File: src/rtl/core/rtti_pkg.sv
`timescale 1ns / 1ps
// ----------------------------------------------------------------------------
// rtti_pkg
// Shared constants and types for the streaming text-to-integer converter.
// ----------------------------------------------------------------------------
package rtti_pkg;

  localparam int STRING_MAX = 4096;
  localparam int CNT_W      = $clog2(STRING_MAX);
  localparam int OFFSET_W   = 12;
  localparam int VALUE_W    = 64;
  localparam int CHAR_W     = 8;
  localparam int RADIX_W    = 6;

  localparam logic [CNT_W-1:0]   CNT_MAX     = CNT_W'(STRING_MAX - 1);
  localparam logic [RADIX_W-1:0] RADIX_RESET = RADIX_W'(10);
  localparam logic [RADIX_W-1:0] RADIX_AUTO  = RADIX_W'(0);
  localparam logic [RADIX_W-1:0] BASE_OCT    = RADIX_W'(8);
  localparam logic [RADIX_W-1:0] BASE_DEC    = RADIX_W'(10);
  localparam logic [RADIX_W-1:0] BASE_HEX    = RADIX_W'(16);
  // larger than or equal to every base the register can hold
  localparam logic [RADIX_W-1:0] DIGIT_NONE  = '1;

  localparam logic [CHAR_W-1:0] CH_NUL   = 8'h00;
  localparam logic [CHAR_W-1:0] CH_TAB   = 8'h09;
  localparam logic [CHAR_W-1:0] CH_CR    = 8'h0d;
  localparam logic [CHAR_W-1:0] CH_SPACE = 8'h20;
  localparam logic [CHAR_W-1:0] CH_PLUS  = 8'h2b;
  localparam logic [CHAR_W-1:0] CH_MINUS = 8'h2d;
  localparam logic [CHAR_W-1:0] CH_ZERO  = 8'h30;
  localparam logic [CHAR_W-1:0] CH_NINE  = 8'h39;
  localparam logic [CHAR_W-1:0] CH_UA    = 8'h41;
  localparam logic [CHAR_W-1:0] CH_UZ    = 8'h5a;
  localparam logic [CHAR_W-1:0] CH_LA    = 8'h61;
  localparam logic [CHAR_W-1:0] CH_LZ    = 8'h7a;
  localparam logic [CHAR_W-1:0] CH_UX    = 8'h58;
  localparam logic [CHAR_W-1:0] CH_LX    = 8'h78;

  typedef struct packed {
    logic               is_nul;
    logic               is_blank;
    logic               is_sign;
    logic               is_minus;
    logic               is_zero;
    logic               is_x;
    logic [RADIX_W-1:0] digit;
  } char_class_t;

  typedef struct packed {
    logic [VALUE_W-1:0]  value;
    logic [OFFSET_W-1:0] end_offset;
  } result_t;

  function automatic logic [CNT_W-1:0] sat_inc(input logic [CNT_W-1:0] v);
    return (v < CNT_MAX) ? v + CNT_W'(1) : CNT_MAX;
  endfunction

  function automatic logic [OFFSET_W-1:0] to_offset(input logic [CNT_W-1:0] v);
    logic [CNT_W+OFFSET_W-1:0] ext;
    ext = {{OFFSET_W{1'b0}}, v};
    return ext[OFFSET_W-1:0];
  endfunction

endpackage

File: src/rtl/core/rtti_classify.sv
`timescale 1ns / 1ps
// ----------------------------------------------------------------------------
// rtti_classify
// Decodes one character into white space, sign, prefix and digit value.
// ----------------------------------------------------------------------------
module rtti_classify
  import rtti_pkg::*;
(
  input  logic [CHAR_W-1:0] ch,
  output char_class_t       cls
);

  logic [CHAR_W-1:0] dval;

  always_comb begin
    dval = CH_NUL;
    cls.digit = DIGIT_NONE;
    if (ch >= CH_ZERO && ch <= CH_NINE) begin
      dval = ch - CH_ZERO;
      cls.digit = dval[RADIX_W-1:0];
    end else if (ch >= CH_LA && ch <= CH_LZ) begin
      dval = ch - CH_LA + CHAR_W'(10);
      cls.digit = dval[RADIX_W-1:0];
    end else if (ch >= CH_UA && ch <= CH_UZ) begin
      dval = ch - CH_UA + CHAR_W'(10);
      cls.digit = dval[RADIX_W-1:0];
    end
    cls.is_nul   = (ch == CH_NUL);
    cls.is_blank = (ch == CH_SPACE) || (ch >= CH_TAB && ch <= CH_CR);
    cls.is_minus = (ch == CH_MINUS);
    cls.is_sign  = (ch == CH_MINUS) || (ch == CH_PLUS);
    cls.is_zero  = (ch == CH_ZERO);
    cls.is_x     = (ch == CH_LX) || (ch == CH_UX);
  end

endmodule

File: src/rtl/core/rtti_parse.sv
`timescale 1ns / 1ps
// ----------------------------------------------------------------------------
// rtti_parse
// Parse state and accumulator; one multiply-add per character.
// ----------------------------------------------------------------------------
module rtti_parse
  import rtti_pkg::*;
(
  input  logic               clk,
  input  logic               rst_n,
  input  logic               req_valid,
  input  char_class_t        cls,
  input  logic [RADIX_W-1:0] radix,
  output result_t            result
);

  typedef enum logic [2:0] {
    PH_LEAD,
    PH_BASE,
    PH_ZERO,
    PH_DIGITS,
    PH_DONE
  } phase_t;

  phase_t               phase_r, phase_nxt;
  logic [VALUE_W-1:0]   acc_r, acc_nxt;
  logic [RADIX_W-1:0]   base_r, base_nxt;
  logic                 neg_r, neg_nxt;
  logic [CNT_W-1:0]     stop_r, stop_nxt;
  logic                 decide;
  logic                 take;
  logic [VALUE_W+RADIX_W-1:0] prod;

  assign prod = {{RADIX_W{1'b0}}, acc_r} * {{VALUE_W{1'b0}}, base_nxt};

  always_comb begin
    phase_nxt = phase_r;
    acc_nxt   = acc_r;
    base_nxt  = base_r;
    neg_nxt   = neg_r;
    stop_nxt  = stop_r;
    decide    = 1'b0;
    take      = 1'b0;
    if (req_valid) begin
      if (cls.is_nul) begin
        phase_nxt = PH_LEAD;
        acc_nxt   = '0;
        base_nxt  = '0;
        neg_nxt   = 1'b0;
        stop_nxt  = '0;
      end else begin
        unique case (phase_r)
          PH_LEAD: begin
            if (cls.is_blank) begin
              stop_nxt = sat_inc(stop_r);
            end else if (cls.is_sign) begin
              neg_nxt   = cls.is_minus;
              stop_nxt  = sat_inc(stop_r);
              phase_nxt = PH_BASE;
            end else begin
              decide = 1'b1;
            end
          end
          PH_BASE: decide = 1'b1;
          PH_ZERO: begin
            if (cls.is_x) begin
              base_nxt  = BASE_HEX;
              stop_nxt  = sat_inc(stop_r);
              phase_nxt = PH_DIGITS;
            end else begin
              base_nxt = BASE_OCT;
              take     = 1'b1;
            end
          end
          PH_DIGITS: take = 1'b1;
          PH_DONE:   ;
          default:   ;
        endcase
        // first character after blanks and sign picks the base
        if (decide) begin
          if (radix == RADIX_AUTO) begin
            if (cls.is_zero) begin
              stop_nxt  = sat_inc(stop_r);
              phase_nxt = PH_ZERO;
            end else begin
              base_nxt = BASE_DEC;
              take     = 1'b1;
            end
          end else begin
            base_nxt = radix;
            take     = 1'b1;
          end
        end
        if (take) begin
          if (cls.digit >= base_nxt) begin
            phase_nxt = PH_DONE;
          end else begin
            phase_nxt = PH_DIGITS;
            acc_nxt   = prod[VALUE_W-1:0] + VALUE_W'(cls.digit);
            stop_nxt  = sat_inc(stop_r);
          end
        end
      end
    end
  end

  always_ff @(posedge clk) begin
    if (!rst_n) begin
      phase_r <= PH_LEAD;
      acc_r   <= '0;
      base_r  <= '0;
      neg_r   <= 1'b0;
      stop_r  <= '0;
    end else begin
      phase_r <= phase_nxt;
      acc_r   <= acc_nxt;
      base_r  <= base_nxt;
      neg_r   <= neg_nxt;
      stop_r  <= stop_nxt;
    end
  end

  assign result.value      = neg_r ? (VALUE_W'(0) - acc_r) : acc_r;
  assign result.end_offset = to_offset(stop_r);

endmodule

File: src/rtl/core/radix_text_to_integer_core.sv
`timescale 1ns / 1ps
// a terminating NUL passes the input register, then the result register
// throughput: one character per cycle; the accumulator multiply-add is the loop
// a NUL waits in the input register only while an earlier result is stalled
// reset: synchronous, active low; clears parse state and both valids, radix to 10
// ----------------------------------------------------------------------------
// radix_text_to_integer_core
// Streaming text-to-integer converter: blanks, sign, base prefix, digits.
// ----------------------------------------------------------------------------
module radix_text_to_integer_core
  import rtti_pkg::*;
(
  input  logic                       clk,
  input  logic                       rst_n,
  input  logic                       cfg_valid,
  output logic                       cfg_ready,
  input  logic [RADIX_W-1:0]         cfg_radix,
  input  logic                       in_valid,
  output logic                       in_stall,
  input  logic [CHAR_W-1:0]          in_ch,
  output logic                       out_valid,
  input  logic                       out_stall,
  output logic signed [VALUE_W-1:0]  out_value,
  output logic [OFFSET_W-1:0]        out_end_offset
);

  logic [RADIX_W-1:0]  radix_r;
  logic                in_valid_r, in_valid_nxt;
  logic [CHAR_W-1:0]   in_ch_r;
  logic                out_valid_r, out_valid_nxt;
  result_t             out_r;
  char_class_t         cls;
  result_t             result;
  logic                consume;
  logic                load_out;
  logic                in_take;

  rtti_classify u_classify (
    .ch  (in_ch_r),
    .cls (cls)
  );

  rtti_parse u_parse (
    .clk       (clk),
    .rst_n     (rst_n),
    .req_valid (consume),
    .cls       (cls),
    .radix     (radix_r),
    .result    (result)
  );

  // a NUL only goes through when the result register can take it
  assign consume  = in_valid_r && (!cls.is_nul || !out_valid_r || !out_stall);
  assign load_out = consume && cls.is_nul;
  assign in_stall = in_valid_r && !consume;
  assign in_take  = in_valid && !in_stall;

  assign cfg_ready = 1'b1;

  always_comb begin
    in_valid_nxt = in_valid_r;
    if (in_take) begin
      in_valid_nxt = 1'b1;
    end else if (consume) begin
      in_valid_nxt = 1'b0;
    end
    out_valid_nxt = out_valid_r;
    if (load_out) begin
      out_valid_nxt = 1'b1;
    end else if (!out_stall) begin
      out_valid_nxt = 1'b0;
    end
  end

  always_ff @(posedge clk) begin
    if (!rst_n) begin
      radix_r     <= RADIX_RESET;
      in_valid_r  <= 1'b0;
      out_valid_r <= 1'b0;
    end else begin
      if (cfg_valid && cfg_ready) begin
        radix_r <= cfg_radix;
      end
      in_valid_r  <= in_valid_nxt;
      out_valid_r <= out_valid_nxt;
    end
  end

  always_ff @(posedge clk) begin
    if (in_take) begin
      in_ch_r <= in_ch;
    end
    if (load_out) begin
      out_r <= result;
    end
  end

  assign out_valid      = out_valid_r;
  assign out_value      = out_r.value;
  assign out_end_offset = out_r.end_offset;

endmodule

File: config.mk
export PLATFORM = sky130hd
export DESIGN_NAME = radix_text_to_integer_core
export DESIGN_NICKNAME = d
export VERILOG_FILES = /design/src/rtl/core/rtti_pkg.sv /design/src/rtl/core/rtti_classify.sv /design/src/rtl/core/rtti_parse.sv /design/src/rtl/core/radix_text_to_integer_core.sv
export SDC_FILE = /design/constraint.sdc
export NUM_CORES = 1
export LEC_CHECK = 0
export BUFFER_PORTS_ARGS = -buffer_cell sky130_fd_sc_hd__buf_2
export CAP_MARGIN = 20
export CORE_ASPECT_RATIO = 1.5
export CORE_UTILIZATION = 50
export DETAILED_ROUTE_END_ITERATION = 7
export GPL_ROUTABILITY_DRIVEN = 0
export GPL_TIMING_DRIVEN = 0
export PLACE_DENSITY = 0.79
export REMOVE_ABC_BUFFERS = 1
export SYNTH_ARGS = -nofsm -noshare
export SYNTH_HDL_FRONTEND = slang
export SYNTH_SLANG_ARGS = --single-unit
File: constraint.sdc
create_clock -name clk -period 22.9 [get_ports clk]
set_input_delay 4.58 -clock clk [delete_from_list [all_inputs] [get_ports clk]]
set_output_delay 4.58 -clock clk [all_outputs]
set_load 0.005 [all_outputs]
## Yosys cells after proc, flatten, opt, wreduce, memory -nomap -nowiden

Cells that the tools add are included.

| cells by class | value |
|---|---|
| add/sub/neg operators | 8 |
| $mul | 1 |
| magnitude comparators | 10 |
| eq/ne operators | 12 |
| muxes and demuxes | 57 |
| reduce and logical (&&, ||, !) cells | 27 |

Operators with widths:

| operator | number |
|---|---|
| two-way mux 64 bit | 4 |
| two-way mux 12 bit | 10 |
| two-way mux 6 bit | 11 |
| adder 64 x 6 -> 64 bit | 1 |
| multiplier 64 x 6 -> 64 bit | 1 |
| subtractor 1 x 64 -> 64 bit, first input constant | 1 |
| == test 8 x 6 -> 1 bit, second input constant | 4 |
| two-way mux 3 bit | 9 |
| one-hot mux 12 bit (2 select lines) | 1 |
| two-way mux 1 bit | 18 |
| == test 8 x 7 -> 1 bit, second input constant | 2 |
| greater-or-equal comparator 8 x 7 -> 1 bit, second input constant | 2 |
| <= comparator 8 x 7 -> 1 bit, second input constant | 2 |
| adder 12 x 1 -> 12 bit, second input constant | 1 |
| adder 6 x 4 -> 6 bit, second input constant | 2 |
| less-than comparator 12 bit, second input constant | 1 |
| subtractor 6 bit, second input constant | 2 |
| greater-or-equal comparator 8 x 4 -> 1 bit, second input constant | 1 |
| greater-or-equal comparator 8 x 6 -> 1 bit, second input constant | 1 |
| <= comparator 8 x 4 -> 1 bit, second input constant | 1 |
| <= comparator 8 x 6 -> 1 bit, second input constant | 1 |
| logical AND 1 bit | 8 |
| zero test 8 bit | 1 |
| nonzero test 2 bit | 4 |
| other kinds (15) | 26 |

| word-level totals | value |
|---|---|
| register bits after elaboration | 178 |
| input port bits | 19 |
| output and inout bits | 79 |
| word-level logic and storage cells | 126 |

## Logic depth before layout (Yosys ltp)

Gate-level depths: netlist (run 1).

| logic depth | value |
|---|---|
| depth in word-level cells | 17 |
| mapped depth | 30 |

## Modules after synthesis

Synthesis (run 1) repeated with hierarchy kept, for this count alone.

| second synthesis, totals | value |
|---|---|
| cell total of the unflattened synthesis | 2,130 |
| area total of the unflattened synthesis | 20,185.6 um^2 |

Modules (own cells, without submodules):

| module | instances | cells an instance | area an instance (um^2) | seq. area each (um^2) |
|---|---|---|---|---|
| rtti_parse | 1 | 1,943 | 16,859.9 | 1,721.7 |
| radix_text_to_integer_core | 1 | 116 | 2,849.0 | 2,682.6 |
| rtti_classify | 1 | 71 | 476.7 | 0.0 |

## Worst setup path after synthesis (run 1)

Ideal clock, no wire load.

| timing path | value |
|---|---|
| kind | input to register |
| from | in out_stall |
| to | reg u_parse.acc_r[58] |
| arrival | 11.105 ns |
| required time | 22.783 ns |
| path slack | 11.678 ns |
| cell stages on the path | 24 |
| buffers on the path | 2 |
| path through | nand2_1 > o41ai_2 > nand2_1 > and2_1 > clkbuf_1 > clkbuf_1 > nand2b_1 > fa_1 > fa_1 > inv_1 > fa_1 > inv_1 > fa_1 > inv_1 > ha_1 > nand4_1 > a2111oi_0 > nor4_1 > or4_1 > a2111oi_0 > o21ai_0 > a21boi_0 > o21ai_0 > a32o_1 |

| between the ends | value |
|---|---|
| longest elaborated chain between the ends | 9 |

Ends and longest elaborated chain:

| what | RTL line | text |
|---|---|---|
| start, declared | radix_text_to_integer_core.sv:22 | `input logic out_stall,` |
| zero test 1 bit * | - |  |
| logical OR 1 bit * | radix_text_to_integer_core.sv:53 | `assign consume = in_valid_r && (!cls.is_nul \|\| !out_valid_r \|\| !out_stall);` |
| logical AND 1 bit * | radix_text_to_integer_core.sv:53 |  |
| two-way mux 6 bit | rtti_parse.sv:44 | `if (req_valid) begin` |
| multiplier 64 x 6 -> 64 bit | rtti_parse.sv:34 | `assign prod = {{RADIX_W{1'b0}}, acc_r} * {{VALUE_W{1'b0}}, base_nxt};` |
| adder 64 x 6 -> 64 bit | rtti_parse.sv:99 | `acc_nxt = prod[VALUE_W-1:0] + VALUE_W'(cls.digit);` |
| two-way mux 64 bit | rtti_parse.sv:95 | `if (cls.digit >= base_nxt) begin` |
| two-way mux 64 bit | rtti_parse.sv:94 | `if (take) begin` |
| two-way mux 64 bit | rtti_parse.sv:45 | `if (cls.is_nul) begin` |
| end signal, assigned | rtti_parse.sv:116 | `acc_r <= acc_nxt;` |
| end, declared | rtti_parse.sv:26 | `logic [VALUE_W-1:0] acc_r, acc_nxt;` |

Mark *: on every way between the ends. The rest lies on a longest branch, timed or not. The select of a mux whose other input is x is not followed.
A chain may end at the register's enable or synchronous reset.

## Worst setup path in the final report (run 1)

Same ends and word-level chain as after synthesis.

==> results of run 1 <==
==> final timing paths <==
| kind | cells past startpoint | slack, ps | endpoint |
|---|---|---|---|
| worst max-delay path | 26 | 10800 | u_parse.acc_r[58] |
| worst min-delay path | 0 | 460 | out_end_offset[7] |
| worst max register to register | 28 | 12930 | u_parse.acc_r[58] |
| worst min register to register | 0 | 460 | out_end_offset[7] |
==> kinds of logic (layout without fill, tap and decap cells) <==
group / count (synthesis) / in the layout
simple gates: 748 / 748
compound gates: 458 / 458
fa+ha+maj: 384 / 384
buf+inv: 247 / 235
flops: 178 / 178
xor+xnor: 125 / 125
mux: 9 / 9
other cells: 1 / 1
==> placed cells by master (no fill, tap or decap), types with 8 or more instances in the layout <==
master / count
ha_1: 144
nand2b_1: 18
fa_1: 240
nand4_1: 31
o21ai_0: 137
xnor2_1: 99
a21o_1: 54
or3_1: 17
o21a_1: 8
xor2_1: 24
buf_12: 8
or4_1: 12
nor2b_1: 223
a32o_1: 8
a22o_1: 8
and2_1: 116
a21oi_1: 94
and3_1: 8
inv_1: 88
a31oi_1: 15
nor3_1: 24
nand3_1: 24
o21bai_1: 17
edfxtp_1: 84
dfxtp_1: 93
nor2_1: 74
a211oi_1: 9
clkbuf_16: 17
nand2_1: 161
o31ai_1: 23
o41ai_1: 12
buf_2: 97
==> worst register-to-register path: cells and delay by family, from the launching register on <==
family,cells,cell delay (ps)
AO/OA/AOI/OAI,9,3000
adder cells (fa/ha/maj),6,2630
buffers and inverters,6,870
flip-flops,1,520
AND/OR/NAND/NOR,7,2850
==> layout make-up <==
type / instances / area, sq um / area share (%)
multi-input cells: 1725 / 15020 / 68.74
inverters: 89 / 334.1 / 1.528
flip-flops and latches: 178 / 4405 / 20.16
well taps: 506 / 633.1 / 2.897
repair buffers: 114 / 830.8 / 3.801
clock buffers: 17 / 425.4 / 1.946
clock inverters: 15 / 203.9 / 0.9331
==> through the flow <==
stage	area [sq um]	hold WS (ps)	power, uW	worst slack (ps)
after detailed placement	21220	447.1	448.4	10410
after global placement	20790	446.3	435.3	6545
after CTS	21850	467.8	762.7	10870
final	21860	462.6	759.6	10800
after floorplan	19680	423.2	404.0	10130
after global routing	21860	488.1	784.4	10370
==> per-layer routing <==
| metal | vias to the layer above | part of all wire (%) |
|---|---|---|
| met4 | 0 | 5.9 |
| li1 | 7313 | - |
| met3 | 189 | 4.2 |
| met1 | 7979 | 36 |
| met5 | - | 0 |
| met2 | 545 | 54 |
==> report_power, final <==
part           internal [uW]  switching, uW
logic                   33.0           70.6
registers                334           6.85
clock network            151            165
total                    518            242
==> registers in the layout, summed over array words and instances (netlist names) <==
name and cells:
u_parse.acc_r 64, in_ch_r 8, out_valid 1, u_parse.neg_r 1, u_parse.base_r 6, u_parse.stop_r 12
out_end_offset 12, in_valid_r 1, u_parse.phase_r 3, radix_r 6, out_value 64
==> metrics.md, run 1 <==
| Metric | Value |
|---|---|
| Status | finished with violations |
| Failing checks | design-rule violations |
| Yosys top cell by area | fa_1 |
| Power Density | 34.75 mW/mm^2 |
| Ys Warns | 0 |
| Synth cell count leaders | 240 x fa_1, 223 x nor2b_1, 161 x nand2_1 |
| RSZ-0062 raised after global routing | false |
| Hold crit path type | reg -> reg |
| Post-synth top area share | 23.68% |
| GRT Resource Usage Total | 25.78% |
| Maximum vdd drop | 0.05671 mV |
| H-tree levels | 4 |
| Top-count cell post-synth | fa_1 |
| Critical path origin | out_stall |
| Initial Utilization | 50.60% |
| Initial antenna violation count | 0 |
| First drt pass iteration count | 8 |
| Routed vias/inst | 6.061 |
| TritonCTS buffer count | 17 |
| Pin count of the biggest net entering global routing | 45 |
| Die Width | 166.5 microns |
| Final core utilization | 54.52% |
| Post-synthesis compound-gate area fraction | 14.72% |
| CP startpoint kind | input pin |
| First-pass GRT wire length | 85.46 mm |
| Worst Setup End Kind | flip-flop |
| Area Overhead vs Synth | 7.747% |
| Final TNS setup | 0 ps |
| Wire per inst | 19.46 microns |
| Vias | 16030 |
| Layout cells sized above 1 | 8.746% |
| Critical Path RT | 23260 ps |
| Pleak | 0.009780 uW |
| Hold path startpoint | u_parse.stop_r[7] |
| Layout Skew | 12.85 ps |
| XOR/XNOR share of the synthesized area | 5.539% |
| Predominant post-synthesis flop cell | dfxtp_1 |
| Mapped Cells | 2150 |
| Total of max-cap violations | 0 |
| Largest cells by area after synthesis | fa_1 24%, edfxtp_1 12%, dfxtp_1 9.3%, ha_1 8.9%, nor2b_1 6.9% |
| DRT Wirelength | 51.46 mm |
| # port buffers | 96 |
| CP arrival | 12470 ps |
| Vias in the first global route | 17220 |
| CP Max Fanout | 32 |
| Ant diodes | 0 |
| Slowest-stage cell, CP | a2111oi_0 |
| Multiplexer area fraction after synthesis | 0.4564% |
| Final-stage net count | 2528 |
| Max-slew violation count | 0 |
| Die Y | 248.7 microns |
| Initial drt markers | 1264 |
| Clock latency on the worst-skew pair | 470 ps |
| Die area | 0.04140 sq mm |
| CP bufs+invs | 7 |
| Simple-Gate Fraction of Synth Area | 20.35% |
| Filler cells | 3438 |
| Core area | 0.04009 sq mm |
| Fin. Hold Viols | 0 |
| Worst path max stage delay | 860 ps |
| CTS tree | done |
| Final setup violation count | 0 |
| Met2 GRT Util | 47.35% |
| Most Frequent Cell on Critical Path | fa_1 |
| Finished Layout Cells | 2644 |
| Synthesis-stage register bit count | 178 |
| Largest family of logic cells by synthesized area | adder cells |
| Grt peak-use layer | met2 |
| Asr flop ratio synth | 0% |
| Met3 Use GR | 3.654% |
| Adder-cell share of the synthesized area | 32.57% |
| Cell family contributing the most delay on the critical path | compound AO/OA/AOI/OAI gates |
| Met1 Use GR | 27.15% |
| Setup bufs post-CTS | 0 |
| DRT antenna net count | 0 |
| Worst Tran Pin Value | 961.5 ps |
| Netlist cell types | 81 |
| Clk sinks | 178 |
| Placed cell count | 2611 |
| I/O pins | 98 |
| Seq/Total Area, Yosys | 21.71% |
| Max-slew headroom | 35.31% |
| CTS resizes | 0 |
| Clock root cell | clkbuf_16 |
| Critical path type | in -> reg |
| Avg Inst Size Synth | 9.435 sq um |
| Post-Syn Area | 0.02029 sq mm |
| Clock-pin slew on the worst setup and hold paths | 80 ps |
| Final Cycle Share | 52.86% |
| Drc violations | 6 |
| CTS max path bufs | 2 |
| # hold bufs at CTS | 0 |
| Final min period | 12100 ps |
| Fmax | 0.08262 GHz |
| Number of synthesized flops with an enable pin | 84 |
| Remaining Overflow, GRT | 0 |
| Row count | 90 |
| Detailed placement HPWL | 39.31 mm |
| Reg2Reg Launch Point | in_ch_r[1] |
Power figures use the tool's default switching activity.
==> run 2, diff against run 1 <==
clock period = 12.2 ns   (was 22.9 ns; I/O delays follow)
==> run 2 against run 1 <==
  * The run still ends with design-rule violations left
  * Global-route usage about the same
  * Sequential power increased by 88%
  * First-iteration DRC count rose by 7.6%
  * Combinational power is 87% higher
  * Utilization unchanged
  * Critical endpoint unchanged
==> metrics.md, run 2 (same netlist as run 1, synthesis figures left out) <==
| Metric | Value |
|---|---|
| Status | finished with violations |
| Failing checks | design-rule violations |
| Clock-pin slew on the worst setup and hold paths | 90 ps |
| H-tree levels | 4 |
| # hold bufs at CTS | 0 |
| Final setup violation count | 0 |
| Final Cycle Share | 81.74% |
| Max-slew violation count | 0 |
| CTS max path bufs | 2 |
| Fmax | 0.1003 GHz |
| Die Y | 248.7 microns |
| CP arrival | 10330 ps |
| Final min period | 9973 ps |
| Initial antenna violation count | 0 |
| Remaining Overflow, GRT | 0 |
| RSZ-0062 raised after global routing | false |
| Final core utilization | 54.52% |
| Vias in the first global route | 17220 |
| Placed cell count | 2611 |
| CP startpoint kind | input pin |
| Critical path type | in -> reg |
| Final TNS setup | 0 ps |
| Pleak | 0.009772 uW |
| GRT Resource Usage Total | 25.81% |
| Max-slew headroom | 37.54% |
| Commonest non-fill, non-tap cells in the layout | 240 x fa_1, 223 x nor2b_1, 161 x nand2_1 |
| CP Max Fanout | 32 |
| Final-stage net count | 2528 |
| Core area | 0.04009 sq mm |
| Initial Utilization | 50.60% |
| Setup bufs post-CTS | 0 |
| Area Overhead vs Synth | 7.747% |
| Fin Hold WS | 465.0 ps |
| Clock root cell | clkbuf_16 |
| Detailed placement HPWL | 39.31 mm |
| CTS tree | done |
| Fin. Hold Viols | 0 |
| Initial drt markers | 1360 |
| I/O pins | 98 |
| Layout Skew | 14.26 ps |
| Routed vias/inst | 6.077 |
| Clock latency on the worst-skew pair | 470 ps |
| Layout cells sized above 1 | 8.746% |
| TritonCTS buffer count | 17 |
| Row count | 90 |
| Clk sinks | 178 |
| CTS resizes | 0 |
| Reg-to-reg slack, setup | 2350 ps |
| # port buffers | 96 |
| Ant diodes | 0 |
| Drc violations | 6 |
| First-pass GRT wire length | 85.55 mm |
| Maximum vdd drop | 0.1056 mV |
| DRT Wirelength | 51.45 mm |
| Total of max-cap violations | 0 |
| Die Width | 166.5 microns |
| Power Density | 65.21 mW/mm^2 |
| Vias | 16070 |
| Die area | 0.04140 sq mm |
| Critical Path RT | 12560 ps |
| DRT antenna net count | 0 |
| Pin count of the biggest net entering global routing | 45 |
| Wire per inst | 19.46 microns |
| Hold crit path type | reg -> reg |
| Worst Setup End Kind | flip-flop |
| First drt pass iteration count | 8 |
| Finished Layout Cells | 2644 |
| Worst Tran Pin Value | 913.2 ps |
| Most common cell after layout, fill and taps aside | fa_1 |
==> run 2: final timing paths <==
check / start / end / cells past startpoint
setup / recovery: out_stall / u_parse.acc_r[58] / 26
hold / removal: u_parse.stop_r[7] / out_end_offset[7] / 0
setup reg to reg: in_ch_r[1] / u_parse.acc_r[58] / 28
hold reg to reg: u_parse.stop_r[7] / out_end_offset[7] / 0
==> run 2: per-stage QoR <==
stage / total power (uW) / worst slack (ps) / cell area (sq um)
finish: 1425 / 2227 / 21860
global route: 1473 / 1803 / 21860
CTS: 1432 / 2309 / 21850
detailed placement: 841.6 / 1853 / 21220
global placement: 817.1 / -2015 / 20790
floorplan: 758.4 / 1572 / 19680
==> run 2: routing by layer <==
layer	vias up	global-route usage, %	share of wire [%]	wire length [microns]
met5	-	0	0	0
li1	7317	-	-	-
met1	7977	27.23	36	18400
met4	0	17.28	6.1	3120
met3	188	3.654	4.6	2354
met2	586	47.42	54	27570
==> run 2: critical path, cell delays in order <==
cell and delay [ps]:
buf_2 70, nand2_1 120, o41ai_4 360, buf_6 250
a21o_1 110, a32o_2 570, buf_12 270, nand2_1 110
fa_1 520, fa_1 550, inv_1 60, fa_1 530
inv_1 60, fa_1 500, inv_1 40, ha_1 340
nand4_1 150, a2111oi_0 420, buf_1 280, nor4_1 90
or4_1 600, a2111oi_0 860, o21ai_0 340, a21boi_0 300
o21ai_0 110, a32o_1 260
==> run 2: layout make-up <==
class / instances / area, sq um
clock buffer: 17 / 425.4
fill: 3438 / 18230
clock inverter: 15 / 203.9
multi-input combinational: 1725 / 15020
timing repair buffer: 114 / 830.8
tap: 506 / 633.1
inverter: 89 / 334.1
sequential: 178 / 4405
==> run 2: where the power goes <==
group,total (uW),internal (uW),switching [uW]
registers,640,627,12.9
logic,194,62.0,132
clock network,591,283,309
